`config.mk`:
```
export PLATFORM = sky130hd
export DESIGN_NAME = pid_pos_regs
export DESIGN_NICKNAME = d
export VERILOG_FILES = /design/src/rtl/pid_positional_control_defines.svh /design/src/rtl/pid_pos_pkg.sv /design/src/rtl/pid_pos_regs.sv
export SDC_FILE = /design/constraint.sdc
export NUM_CORES = 1
export LEC_CHECK = 0
export ABC_AREA = 1
export ABC_CLOCK_PERIOD_IN_PS = 1290
export BUFFER_PORTS_ARGS = -buffer_cell sky130_fd_sc_hd__buf_2
export CORE_MARGIN = 3
export CORE_UTILIZATION = 40
export CTS_BUF_LIST = sky130_fd_sc_hd__clkbuf_16
export DETAILED_ROUTE_END_ITERATION = 8
export GPL_ROUTABILITY_DRIVEN = 0
export GPL_TIMING_DRIVEN = 0
export PLACE_DENSITY = 0.73
export REMOVE_ABC_BUFFERS = 1
export SLEW_MARGIN = 0
export SYNTH_ARGS = -nofsm -noshare
export SYNTH_HDL_FRONTEND = slang
export SYNTH_SLANG_ARGS = --single-unit
```
`constraint.sdc`:
```
create_clock -name clk -period 1.29 [get_ports clk]
set_input_delay 0.258 -clock clk [delete_from_list [all_inputs] [get_ports clk]]
set_output_delay 0.258 -clock clk [all_outputs]
set_load 0.01 [all_outputs]
```
`src/rtl/pid_positional_control_defines.svh`:
```
// assertion macros for the positional pid controller
// used by modules that carry concurrent checks; expects clk and rst in scope
`ifndef PID_POSITIONAL_CONTROL_DEFINES_SVH
`define PID_POSITIONAL_CONTROL_DEFINES_SVH

// condition and consequence in the same cycle
`define PID_POS_ASSERT_NOW(lbl, ante, cons, msg) \
  lbl: assert property (@(posedge clk) disable iff (rst) (ante) |-> (cons)) \
    else $error(msg);

// consequence in the cycle after the condition
`define PID_POS_ASSERT_NEXT(lbl, ante, cons, msg) \
  lbl: assert property (@(posedge clk) disable iff (rst) (ante) |=> (cons)) \
    else $error(msg);

`endif

```
`src/rtl/pid_pos_pkg.sv`:
```
// shared types and constants for the positional pid controller
// no dependencies; imported by the interfaces, the register file and the top level
`default_nettype none

package pid_pos_pkg;

  // field widths
  localparam int SAMPLE_W   = 16;
  localparam int GAIN_W     = 16;
  localparam int GAIN_FRAC  = 8;
  localparam int ERR_W      = 17;
  localparam int DERR_W     = 18;
  localparam int ACC_W      = 32;
  localparam int CFG_IDX_W  = 3;
  localparam int CFG_DATA_W = 32;

  // product and sum widths
  localparam int PP_W  = GAIN_W + 1 + ERR_W;
  localparam int PI_W  = GAIN_W + 1 + ACC_W;
  localparam int PD_W  = GAIN_W + 1 + DERR_W;
  localparam int SUM_W = 51;
  localparam int RES_W = SUM_W - GAIN_FRAC;

  // separation ranges, zero keeps the term always on
  localparam logic [ERR_W-1:0] I_SEP_RANGE = '0;
  localparam logic [ERR_W-1:0] D_SEP_RANGE = '0;

  // register indexes
  typedef enum logic [CFG_IDX_W-1:0] {
    IDX_GAIN_P    = 3'd0,
    IDX_GAIN_I    = 3'd1,
    IDX_GAIN_D    = 3'd2,
    IDX_DRIVE_MAX = 3'd3,
    IDX_DRIVE_MIN = 3'd4,
    IDX_ACCUM_MAX = 3'd5,
    IDX_ACCUM_MIN = 3'd6
  } cfg_idx_t;

  // configuration register set
  typedef struct packed {
    logic        [GAIN_W-1:0]   gain_p;
    logic        [GAIN_W-1:0]   gain_i;
    logic        [GAIN_W-1:0]   gain_d;
    logic signed [SAMPLE_W-1:0] drive_max;
    logic signed [SAMPLE_W-1:0] drive_min;
    logic signed [ACC_W-1:0]    accum_max;
    logic signed [ACC_W-1:0]    accum_min;
  } cfg_t;

  localparam cfg_t CFG_RESET = '{
    gain_p:    16'h0000,
    gain_i:    16'h0000,
    gain_d:    16'h0000,
    drive_max: 16'sh7fff,
    drive_min: 16'sh8000,
    accum_max: 32'sh7fffffff,
    accum_min: 32'sh80000000
  };

endpackage

`default_nettype wire

```
`src/rtl/pid_pos_regs.sv`:
```
// configuration register file of the positional pid controller
// decodes the write port into the cfg_t set; depends on pid_pos_pkg
`default_nettype none

module pid_pos_regs (
  input  logic                                clk,
  input  logic                                rst,
  input  logic                                cfg_we,
  input  logic [pid_pos_pkg::CFG_IDX_W-1:0]   cfg_index,
  input  logic [pid_pos_pkg::CFG_DATA_W-1:0]  cfg_data,
  output pid_pos_pkg::cfg_t                   cfg
);
  import pid_pos_pkg::*;

  cfg_t regs;

  // register writes, unknown indexes are dropped
  always_ff @(posedge clk) begin
    if (rst) begin
      regs <= CFG_RESET;
    end else if (cfg_we) begin
      case (cfg_idx_t'(cfg_index))
        IDX_GAIN_P:    regs.gain_p    <= cfg_data[GAIN_W-1:0];
        IDX_GAIN_I:    regs.gain_i    <= cfg_data[GAIN_W-1:0];
        IDX_GAIN_D:    regs.gain_d    <= cfg_data[GAIN_W-1:0];
        IDX_DRIVE_MAX: regs.drive_max <= cfg_data[SAMPLE_W-1:0];
        IDX_DRIVE_MIN: regs.drive_min <= cfg_data[SAMPLE_W-1:0];
        IDX_ACCUM_MAX: regs.accum_max <= cfg_data[ACC_W-1:0];
        IDX_ACCUM_MIN: regs.accum_min <= cfg_data[ACC_W-1:0];
        default: ;
      endcase
    end
  end

  assign cfg = regs;

endmodule

`default_nettype wire

```
Word level (Yosys, flattened, before mapping)
Index checks and enable logic that the tools add are counted.

Logic and storage cells: 21. Register bits after elaboration: 144.

Reduce and logical (&&, ||, !) cells: 8. Equal/unequal tests: 6.

Operators with widths (number): $reduce_and 2->1 (7); $eq 3x3->1 const B (3); $eq 3x2->1 const B (2); $eq 3x1->1 const B (1); $logic_not 3->1 (1).

Depth between registers and ports, before layout
Gate-level depths: netlist (run 1).

Depth after elaboration: 2. Gate-level depth with buffers: 7. Mapped depth without buffers: 5.

Least setup slack after synthesis (run 1)
Ideal clock, no wire load.

Path type: input-to-reg. Start point: input port cfg_index[2] in the netlist's numbering. End point: register regs, in the netlist cfg[10]. Arrival time: 0.909 ns. Stages: 6. Library setup time: 0.113 ns. Data required time: 1.177 ns. Setup slack: 0.268 ns. Cells stage by stage: nand2_2 > inv_2 > clkbuf_1 > nand3_1 > nand2_1 > nor2_1.

Word-level cells in the longest chain between the ends: 2.

RTL lines: start: declaration (line pid_pos_regs.sv:9) `input logic [pid_pos_pkg::CFG_IDX_W-1:0] cfg_index,`; $eq 3x3->1 (line pid_pos_regs.sv:22) `case (cfg_idx_t'(cfg_index))`; $reduce_and 2->1 (no source line); end: declaration (line pid_pos_regs.sv:15) `cfg_t regs;`.

No other way between the ends. A chain may end at the register's enable or synchronous reset.

Worst setup path after layout (run 1)
Start point: input port cfg_index[2] in the netlist's numbering. End point: register regs, in the netlist cfg[59].

The elaborated chain is that of the path after synthesis.

==> summary.md, run 1 <==
| Metric | Value |
|---|---|
| Die height | 124 um |
| WP data arrival | ~1.5 ns |
| Htree depth | 4 |
| Post-route DRC | 0 |
| Util after Layout | a little over half |
| Fillers | 1369 |
| Clk slew on worst S/H paths | 0.06 ns |
| Rel. slew slack | 41.6% |
| Antenna diode count | 0 |
| Nets | 975 |
| Max Buffers Root-to-Sink | 2 |
| Die Width | between 100 and 150 um |
| R2r startpoint | cfg[59] |
| Post-DP HPWL | between 10 and 15 mm |
| Clk root buf | clkbuf_16 |
| FP Rows | between 40 and 50 |
| Peak VDD IR | 0.916 mV |
| WHS Path Cells | 3 |
| CTS tree | done |
| Vias/cell | 4.84 |
| Iter 0 DRT Violations | 315 |
| Hold Path End | cfg[53] |
| Gr ovfl total | 0 |
| Highest fanout seen on the critical path | 48 |
| Die area | 0.0155 mm^2 |
| Pwr Density | 1480 mW/mm^2 |
| Vias | ~5500 |
| Crit Path Class | primary input to flip-flop |
| Final slew viol count | 0 |
| Hold Buf Count CTS | 0 |
| ANT nets after route | 0 |
| #FFs+latches synth | 144 |
| Layout cells sized above 1 | 24.7% |
| Number of clock sinks | ~140 |
| FF-to-FF End | cfg[59] |
| Crit end category | flip-flop |
| Vias in the first global route | between 4000 and 5000 |
| MaxCap Viol Count | 0 |
| Max reg flops | 144 |
| Total iterations of the first detailed-routing run | 5 |
| Cell count after synthesis | 779 |
| Area growth from synthesis to layout | 29.1% |
| CP Launch Type | primary input |
| Clk_lat worst skew | 0.41 ns |
| Initial core utilization | approximately two fifths |
| Mapped Area | roughly 0.0056 mm^2 |
| Hold Startpoint | cfg_data[21] |
| Syn avg cell area | between 7 and 8 um^2 |
| R2R depth | 2 |
| Unrepaired setup endpoints after global routing | yes |
| Pleak | 3.60 nW |
| Initial antenna violation count | 0 |
| I/O Pins | 182 |
| Fin Clk Skew | 0 ns |
| Largest net degree at the start of global routing | 75 |
| DR WL/cell | 14.5 um |
| Total CTS buffers | 17 |
| Wire length of the first global-routing pass | 25.8 mm |
| Final Hold Viols | 0 |
| Flop-to-flop setup slack | roughly 0.67 ns |
| CORE AREA | 0.0135 mm^2 |
| Hold crit path type | primary input to flip-flop |
| FMAX | ~820 MHz |
| Worst endpoint required time | 1.56 ns |
| Post-layout min period | approximately 1.2 ns |
| Worst Slack Setup Final | 0.0677 ns |
| Final setup vio count | 0 |
| All-Layer GR Usage | 20.6% |
| Outcome | finished, final reports clean |
| Slew @ Worst Pin | 0.873 ns |
| Synth Warn # | 0 |
| Port Buf Inserts | 181 |
| Pre-CTS WS | -1.52 ns |
| Distinct cells, synth | 15 |
| Fin crit share | 94.8% |
| DRT Wirelength | 16.3 mm |
| Area of the multi-input gates | 0.00234 mm^2 |
| FF/Latch Area | ~0.0029 mm^2 |
| Seq/Total Area, Yosys | about half |
| Commonest cells after routing, fill and taps aside | 192 x nand2_1, 192 x nor2_1, 181 x buf_2 |
==> timing repair <==
item | CTS | global route
endpoints found under the setup margin | 46 | 62
setup buffers | 0 | 3
pin swaps | 0 | 5
gates resized for setup | 5 | 4
==> through the flow <==
stage / TNS [ns] / instances / hold slack [ns] / instance area (um^2) / total power [mW]
3_3_place_gp: -244.41 / 1087 / 0.432 / 6450 / 5.74
6_report: 0 / 1126 / 0.0649 / 7230 / 10.7
2_1_floorplan: -82.79 / 730 / 0.384 / 5330 / 5.33
5_1_grt: -0.133 / 1126 / 0.0623 / 7230 / 11.1
3_5_place_dp: -84.66 / 1091 / 0.437 / 6580 / 5.78
4_1_cts: 0 / 1123 / 0.0472 / 7200 / 10.8
==> power breakdown <==
part	internal, mW	total (mW)	switching, mW	leakage [nW]
combinational	0.353	1.01	0.661	2.13
sequential	4.61	4.68	0.0772	1.17
clock	3.19	5.03	1.85	0.297
total	8.15	10.7	2.59	3.60
==> synthesized netlist by cell type <==
| master | n | area share [%] |
|---|---|---|
| clkbuf_1 | 8 | 0.54 |
| nand3_1 | 144 | 13 |
| o21ai_0 | 2 | 0.18 |
| nand2_1 | 196 | 13 |
| buf_2 | 18 | 1.6 |
| buf_4 | 16 | 2.1 |
| buf_1 | 6 | 0.40 |
| nor2_1 | 194 | 13 |
| inv_2 | 5 | 0.34 |
| dfxtp_1 | 144 | 51 |
| nor2_4 | 7 | 1.4 |
| nand2_2 | 2 | 0.22 |
| nor2_2 | 2 | 0.22 |
| inv_1 | 34 | 2.3 |
| buf_6 | 1 | 0.20 |
==> kinds of logic (layout without fill, tap and decap cells) <==
family | after synthesis | count (layout) | share of synthesized area (%)
AOI/OAI and AO/OA | 2 | 2 | 0.179
buffers and inverters | 88 | 259 | 7.51
DFF | 144 | 144 | 51.5
and+or+nand+nor | 545 | 545 | 40.9
==> final cells by class <==
cell class	count	share of cell area (%)
multi-input combinational	547	32.3
timing repair buffer	188	14.3
clock inverter	15	2.44
tap	176	3.05
clock buffer	17	5.88
inverter	39	2.16
sequential	144	39.9
==> worst max-delay path: stages <==
cell and delay, ns:
buf_2 0.15, nand2_4 0.13, inv_6 0.34, nand2_4 0.32, nand2_1 0.14, nand3_1 0.10
==> worst max path at each step <==
stage	start	end	slack, ns	cells past startpoint
5_1_grt	cfg_index[0]	cfg[9]	-0.03	6
3_5_place_dp	cfg_index[2]	cfg[49]	-1.52	6
6_report	cfg_index[2]	cfg[59]	0.07	6
2_1_floorplan	cfg_index[1]	cfg[0]	-0.83	5
4_1_cts	cfg_index[0]	cfg[51]	0.02	6
3_3_place_gp	cfg_index[1]	cfg[104]	-2.36	6
==> routing by layer <==
layer / vias up / wire length, um / GRT usage, %
met1: 2518 / 7330 / 26.8
li1: 2745 / - / -
met4: 0 / 89 / 4.84
met2: 184 / 7610 / 32.4
met5: - / 0 / 0
met3: 7 / 1270 / 7.76
(Power assumes the default switching activity.)
==> inputs of run 2 (changes only) <==
CELL_PAD_IN_SITES_DETAIL_PLACEMENT = 1   (was default)
CELL_PAD_IN_SITES_GLOBAL_PLACEMENT = 1   (was default)
CORE_ASPECT_RATIO = 1.4   (was default)
CORE_UTILIZATION = 35   (was 40)
PLACE_DENSITY = 0.87   (was 0.73)
==> summary.md, run 2 (synthesis results as in run 1) <==
| Metric | Value |
|---|---|
| Layout cells sized above 1 | 24.8% (+0.052 points) |
| Area growth from synthesis to layout | 29.6% |
| Gr ovfl total | 0 (unchanged) |
| Placed cells | 1111 (+1.8%) |
| Crit path max-delay cell type | nor2_4 |
| Fin Clk Skew | 0 ns (unchanged) |
| Antenna diode count | 0 (unchanged) |
| All-Layer GR Usage | 21.2% (+0.64 points) |
| Slew @ Worst Pin | 0.926 ns (+0.0522 ns) |
| Number of clock sinks | 144 (unchanged) |
| Die Width | 113 um (-9.2%) |
| Fin cells | 1144 (+1.6%) |
| Final instance area | 0.00726 mm^2 (+0.38%) |
| Post-layout min period | 1.21 ns (-0.0123 ns) |
| Fin crit share | 93.8% (-0.95 points) |
| MaxCap Viol Count | 0 (unchanged) |
| Vias/cell | 4.85 (+0.10%) |
| Final setup vio count | 0 (unchanged) |
| Unrepaired setup endpoints after global routing | yes |
| Critical-path cell list | clkbuf_4, inv_4, nor2_4, buf_12, nand3_1, nand2_1, nor2_1 |
| Post-DP HPWL | 12.4 mm (+18%) |
| Max Buffers Root-to-Sink | 2 (unchanged) |
| Grt met1 use | 22.5% (-4.3 points) |
| Initial core utilization | 35.9% (-5.7 points) |
| Grt met3 use | 6.44% (-1.3 points) |
| Worst endpoint required time | 1.60 ns (+0.04 ns) |
| Total power | 11.0 mW (+2.2%) |
| Final slew viol count | 0 (unchanged) |
| Total iterations of the first detailed-routing run | 4 (-1) |
| Gr busiest metal | met2 |
| WP data arrival | 1.52 ns (+0.03 ns) |
| Highest fanout seen on the critical path | 27 (-44%) |
| Initial antenna violation count | 0 (unchanged) |
| Vias in the first global route | 5730 (+19%) |
| DR WL/cell | 15.9 um (+9.8%) |
| DRT Wirelength | 18.2 mm (+12%) |
| CP Launch Type | primary input |
| Crit Path Class | primary input to flip-flop |
| Buf/Inv on CP | 3 (+1) |
| Pleak | 3.60 nW (about the same) |
| Pwr Density | 1510 mW/mm^2 (+1.8%) |
| Largest net degree at the start of global routing | 92 (+23%) |
| Fillers | 2008 (+47%) |
| ANT nets after route | 0 (unchanged) |
| Grt met2 use | 38.1% (+5.7 points) |
| Wire length of the first global-routing pass | 29.4 mm (+14%) |
| Placement Cell Area | 0.00658 mm^2 (unchanged) |
| FMAX | 826 MHz (+1.0%) |
| Total CTS buffers | 17 (unchanged) |
| Clk root buf | clkbuf_16 |
| Crit path largest cell delay | 0.50 ns (+0.16 ns) |
| Clk_lat worst skew | 0.41 ns (about the same) |
| Nets | 973 (-0.21%) |
| Crit end category | flip-flop |
| Final Hold Viols | 0 (unchanged) |
| Most common cell after layout, fill and taps aside | nand2_1 |
| Post-route DRC | 0 (unchanged) |
| Die height | 156 um (+25%) |
| Die area | 0.0176 mm^2 (+14%) |
| Peak VDD IR | 0.823 mV (-10%) |
| FP Rows | 54 (+29%) |
| CORE AREA | 0.0156 mm^2 (+16%) |
| Hold crit path type | primary input to flip-flop |
| Clk slew on worst S/H paths | 0.06 ns (about the same) |
| Max reg flops | 144 (unchanged) |
| Outcome | finished, final reports clean |
| Top delay family on crit path | simple AND/OR/NAND/NOR gates |
| Commonest cells after routing, fill and taps aside | 192 x nand2_1, 191 x nor2_1, 180 x buf_2 |
| Rel. slew slack | 38.1% (-3.5 points) |
| I/O Pins | 182 (unchanged) |
| Vias | 5547 (+1.7%) |
| Htree depth | 4 (unchanged) |
| Port Buf Inserts | 181 (unchanged) |
| CTS tree | done |
| Iter 0 DRT Violations | 186 (-41%) |
[run 2: final cells by class]
class | instances | area, um^2 | share of cell area [%]
clock buffer | 17 | 425 | 5.86
clock inverter | 15 | 201 | 2.78
inverter | 39 | 159 | 2.19
multi-input combinational | 547 | 2350 | 32.3
sequential | 144 | 2880 | 39.7
tap | 196 | 245 | 3.38
timing repair buffer | 186 | 998 | 13.8
[run 2: power breakdown]
group / internal [mW] / leakage [nW] / switching (mW) / total [mW]
registers: 4.61 / 1.17 / 0.0785 / 4.69
clock network: 3.39 / 0.309 / 1.87 / 5.26
logic: 0.345 / 2.12 / 0.680 / 1.02
total: 8.34 / 3.60 / 2.63 / 11.0
[run 2: worst paths after layout]
check | cells after the start | slack (ns) | to | startpoint
setup / recovery | 7 | 0.08 | cfg[19] | cfg_index[1]
setup reg to reg | 2 | 0.66 | cfg[130] | cfg[130]
hold / removal | 3 | 0.06 | cfg[60] | cfg_data[28]
hold reg to reg | 2 | 0.45 | cfg[81] | cfg[81]
[run 2: repair_timing]
item                                    4_1_cts  5_1_grt
hold buffers                                  0        0
setup buffers                                 1        0
gates resized for setup                       6        8
pin swaps                                     1        4
endpoints found under the setup margin       45       76
[run 2: worst min-delay path, cell delays in order]
cell,delay [ns]
buf_2,0.08
nand2_1,0.05
nand3_1,0.06
[run 2: per-layer routing]
layer	share of wire, %	vias to the layer above
met2	52	160
met1	37	2604
li1	-	2740
met4	4.0	0
met3	6.7	43
met5	0	-
[run 2: metrics by stage]
step                setup slack [ns]  util, %  TNS, ns  hold WS [ns]
floorplan                     -0.833        -   -82.79         0.384
global placement               -2.56     41.5  -257.16         0.434
detailed placement             -1.56     42.2   -82.48         0.439
CTS                           0.0192     46.3        0        0.0494
global route                 -0.0252     46.5   -0.124        0.0579
finish                        0.0800     46.5        0        0.0644
==> inputs of run 3 (changes only) <==
ABC_CLOCK_PERIOD_IN_PS = 1000   (was 1290)
CORE_UTILIZATION = 32   (was 35)
PLACE_DENSITY = 0.84   (was 0.87)
clock period = 1 ns   (was 1.29 ns; I/O delays follow)
==> summary.md, run 3 (synthesis results as in run 1) <==
| Metric | Value |
|---|---|
| Top delay family on crit path | flip-flops |
| Highest fanout seen on the critical path | 2 (-93%) |
| Port Buf Inserts | 181 (unchanged) |
| Area growth from synthesis to layout | 60.4% |
| Switching power | 3.65 mW (+39%) |
| Final setup vio count | 144 (+144) |
| DRT Wirelength | 23.8 mm (+31%) |
| Grt met2 use | 44.7% (+6.6 points) |
| CORE AREA | 0.0170 mm^2 (+8.6%) |
| Pwr Density | 1670 mW/mm^2 (+11%) |
| Htree depth | 4 (unchanged) |
| Post-DP HPWL | 12.5 mm (+0.87%) |
| Clock share of power | 47.1% (-0.9 points) |
| Vias | 6090 (+9.8%) |
| Outcome | finished with violations |
| Pleak | 4.14 nW (+15%) |
| Crit. Startpoint | cfg[132] |
| Post-route DRC | 0 (unchanged) |
| DR WL/cell | 19.3 um (+21%) |
| Clk_lat worst skew | 0.42 ns (about the same) |
| Slew @ Worst Pin | 0.646 ns (-0.280 ns) |
| Vias/cell | 4.95 (+2.0%) |
| Grt met1 use | 25.1% (+2.6 points) |
| Combinational Power Share | 12.0% (+2.7 points) |
| FF-to-FF End | cfg[79] |
| Commonest cells after routing, fill and taps aside | 194 x nand2_1, 192 x nor2_1, 146 x buf_6 |
| Layout cells sized above 1 | 41.7% (+17 points) |
| Max Buffers Root-to-Sink | 2 (unchanged) |
| Buf/Inv on CP | 1 (-2) |
| Total power | 15.0 mW (+37%) |
| Flop-to-flop setup slack | 0.07 ns (-0.59 ns) |
| Crit Path Class | flip-flop to output pin |
| Gr busiest metal | met2 |
| Worst setup path end | cfg[132] |
| Die Width | 118 um (+4.3%) |
| Worst Slack Setup Final | -0.0918 ns (-0.172 ns) |
| Pre-CTS WS | -1.84 ns (-0.284 ns) |
| WP data arrival | 0.89 ns (-0.63 ns) |
| Largest net degree at the start of global routing | 76 (-17%) |
| Initial core utilization | 33.0% (-2.9 points) |
| Fin Clk Skew | 0 ns (unchanged) |
| Nets | 1024 (+5.2%) |
| Die height | 163 um (+4.4%) |
| Final slew viol count | 0 (unchanged) |
| Internal power | 11.4 mW (+37%) |
| Rel. slew slack | 56.9% (+19 points) |
| Flop pwr share | 40.8% (-1.9 points) |
| Gr ovfl total | 0 (unchanged) |
| R2r startpoint | cfg[79] |
| R2R depth | 3 (+1) |
| Worst endpoint required time | 0.80 ns (-0.80 ns) |
| Critical-path cell list | buf_6 |
| CP Launch Type | flip-flop |
| Failing checks | negative setup slack |
| Crit path max-delay cell type | dfxtp_2 |
| Unrepaired setup endpoints after global routing | yes |
| Die area | 0.0192 mm^2 (+8.9%) |
| Worst path depth | 1 (-6) |
| Crit end category | output pin |
| MaxCap Viol Count | 0 (unchanged) |
| Number of clock sinks | 144 (unchanged) |
| All-Layer GR Usage | 23.9% (+2.7 points) |
| Post-layout min period | approximately 1.1 ns |
| Total CTS buffers | 17 (unchanged) |
| Total iterations of the first detailed-routing run | 4 (unchanged) |
| CTS tree | done |
| Hold crit path type | primary input to flip-flop |
| FMAX | roughly 920 MHz |
| Antenna diode count | 0 (unchanged) |
| Clk slew on worst S/H paths | 0.06 ns (about the same) |
| Wire length of the first global-routing pass | 35.8 mm (+22%) |
| FP Rows | 56 (+3.7%) |
| Clk root buf | clkbuf_16 |
| Vias in the first global route | 6566 (+15%) |
| Final Hold Viols | 0 (unchanged) |
| Max reg flops | 144 (unchanged) |
| Iter 0 DRT Violations | 250 (+34%) |
| ANT nets after route | 0 (unchanged) |
| I/O Pins | 182 (unchanged) |
| Crit path largest cell delay | 0.36 ns (-0.14 ns) |
| Most common cell after layout, fill and taps aside | nand2_1 |
| Peak VDD IR | 0.909 mV (+10%) |
| Grt met3 use | 6.12% (-0.33 points) |
| Fin crit share | 109% |
| Switch share | 24.3% (+0.27 points) |
| Initial antenna violation count | 0 (unchanged) |
run 3: cell count changes in the layout (fill, tap and decap cells not counted), moves of 2 or more:
cell / delta
nand2_4: -2
buf_2: -144
nand2_2: -2
nor2_4: +4
inv_2: +2
buf_6: +146
dlygate4sd3_1: +11
buf_4: +24
nand2_1: +2
nand2_8: +2
dfxtp_2: +144
buf_12: +8
inv_4: -3
dfxtp_1: -144
run 3: through the flow:
stage | instances | util (%) | area (um^2) | setup TNS [ns] | hold slack, ns
6_report | 1231 | 53.0 | 8980 | -8.91 | 0.0204
5_1_grt | 1231 | 53.0 | 8980 | -14.07 | 0.0179
4_1_cts | 1210 | 51.6 | 8760 | -11.59 | 0.000290
3_5_place_dp | 1147 | 39.1 | 6640 | -125.31 | 0.433
3_3_place_gp | 1143 | 38.5 | 6520 | -290.87 | 0.429
2_1_floorplan | 730 | - | 5330 | -116.20 | 0.326
run 3: power by group through the flow:
stage,Combinational [mW],Clock (mW),Sequential [mW]
2_1_floorplan,0.616,0,6.26
3_3_place_gp,1.27,0,6.16
3_5_place_dp,1.33,0,6.17
4_1_cts,1.70,7.22,6.13
5_1_grt,1.97,7.50,6.16
6_report,1.81,7.09,6.14
run 3: cell type report:
type                       count  area, um^2
fill                        2031        7970
sequential                   144        3060
multi-input combinational    551        2400
timing repair buffer         231        2390
clock buffer                  17         425
tap                          232         290
clock inverter                15         224
inverter                      39         171
timing repair inverter         2        17.5
run 3: repair_timing:
action                                  CTS  global route
hold buffers                             11             0
endpoints found under the setup margin  271           240
gates resized for setup                 314             7
buffers inserted                         16            19
pin swaps                                 6             5
hold endpoints to repair                 11             0
cloned                                    4             2
run 3: per-layer routing:
layer | wire (um) | vias to the layer above
met5 | 0 | -
met4 | 779 | 0
met3 | 1360 | 48
met2 | 12900 | 203
met1 | 8700 | 2987
li1 | - | 2852
run 3: worst min-delay path by stage:
stage / start / end / slack, ns / cells past startpoint
2_1_floorplan: cfg_data[0] / cfg[32] / 0.33 / 2
3_3_place_gp: cfg_data[16] / cfg[48] / 0.43 / 3
3_5_place_dp: cfg_data[25] / cfg[57] / 0.43 / 3
4_1_cts: cfg_data[22] / cfg[54] / 0.0003 / 3
5_1_grt: cfg_data[9] / cfg[89] / 0.02 / 3
6_report: cfg_data[9] / cfg[89] / 0.02 / 3
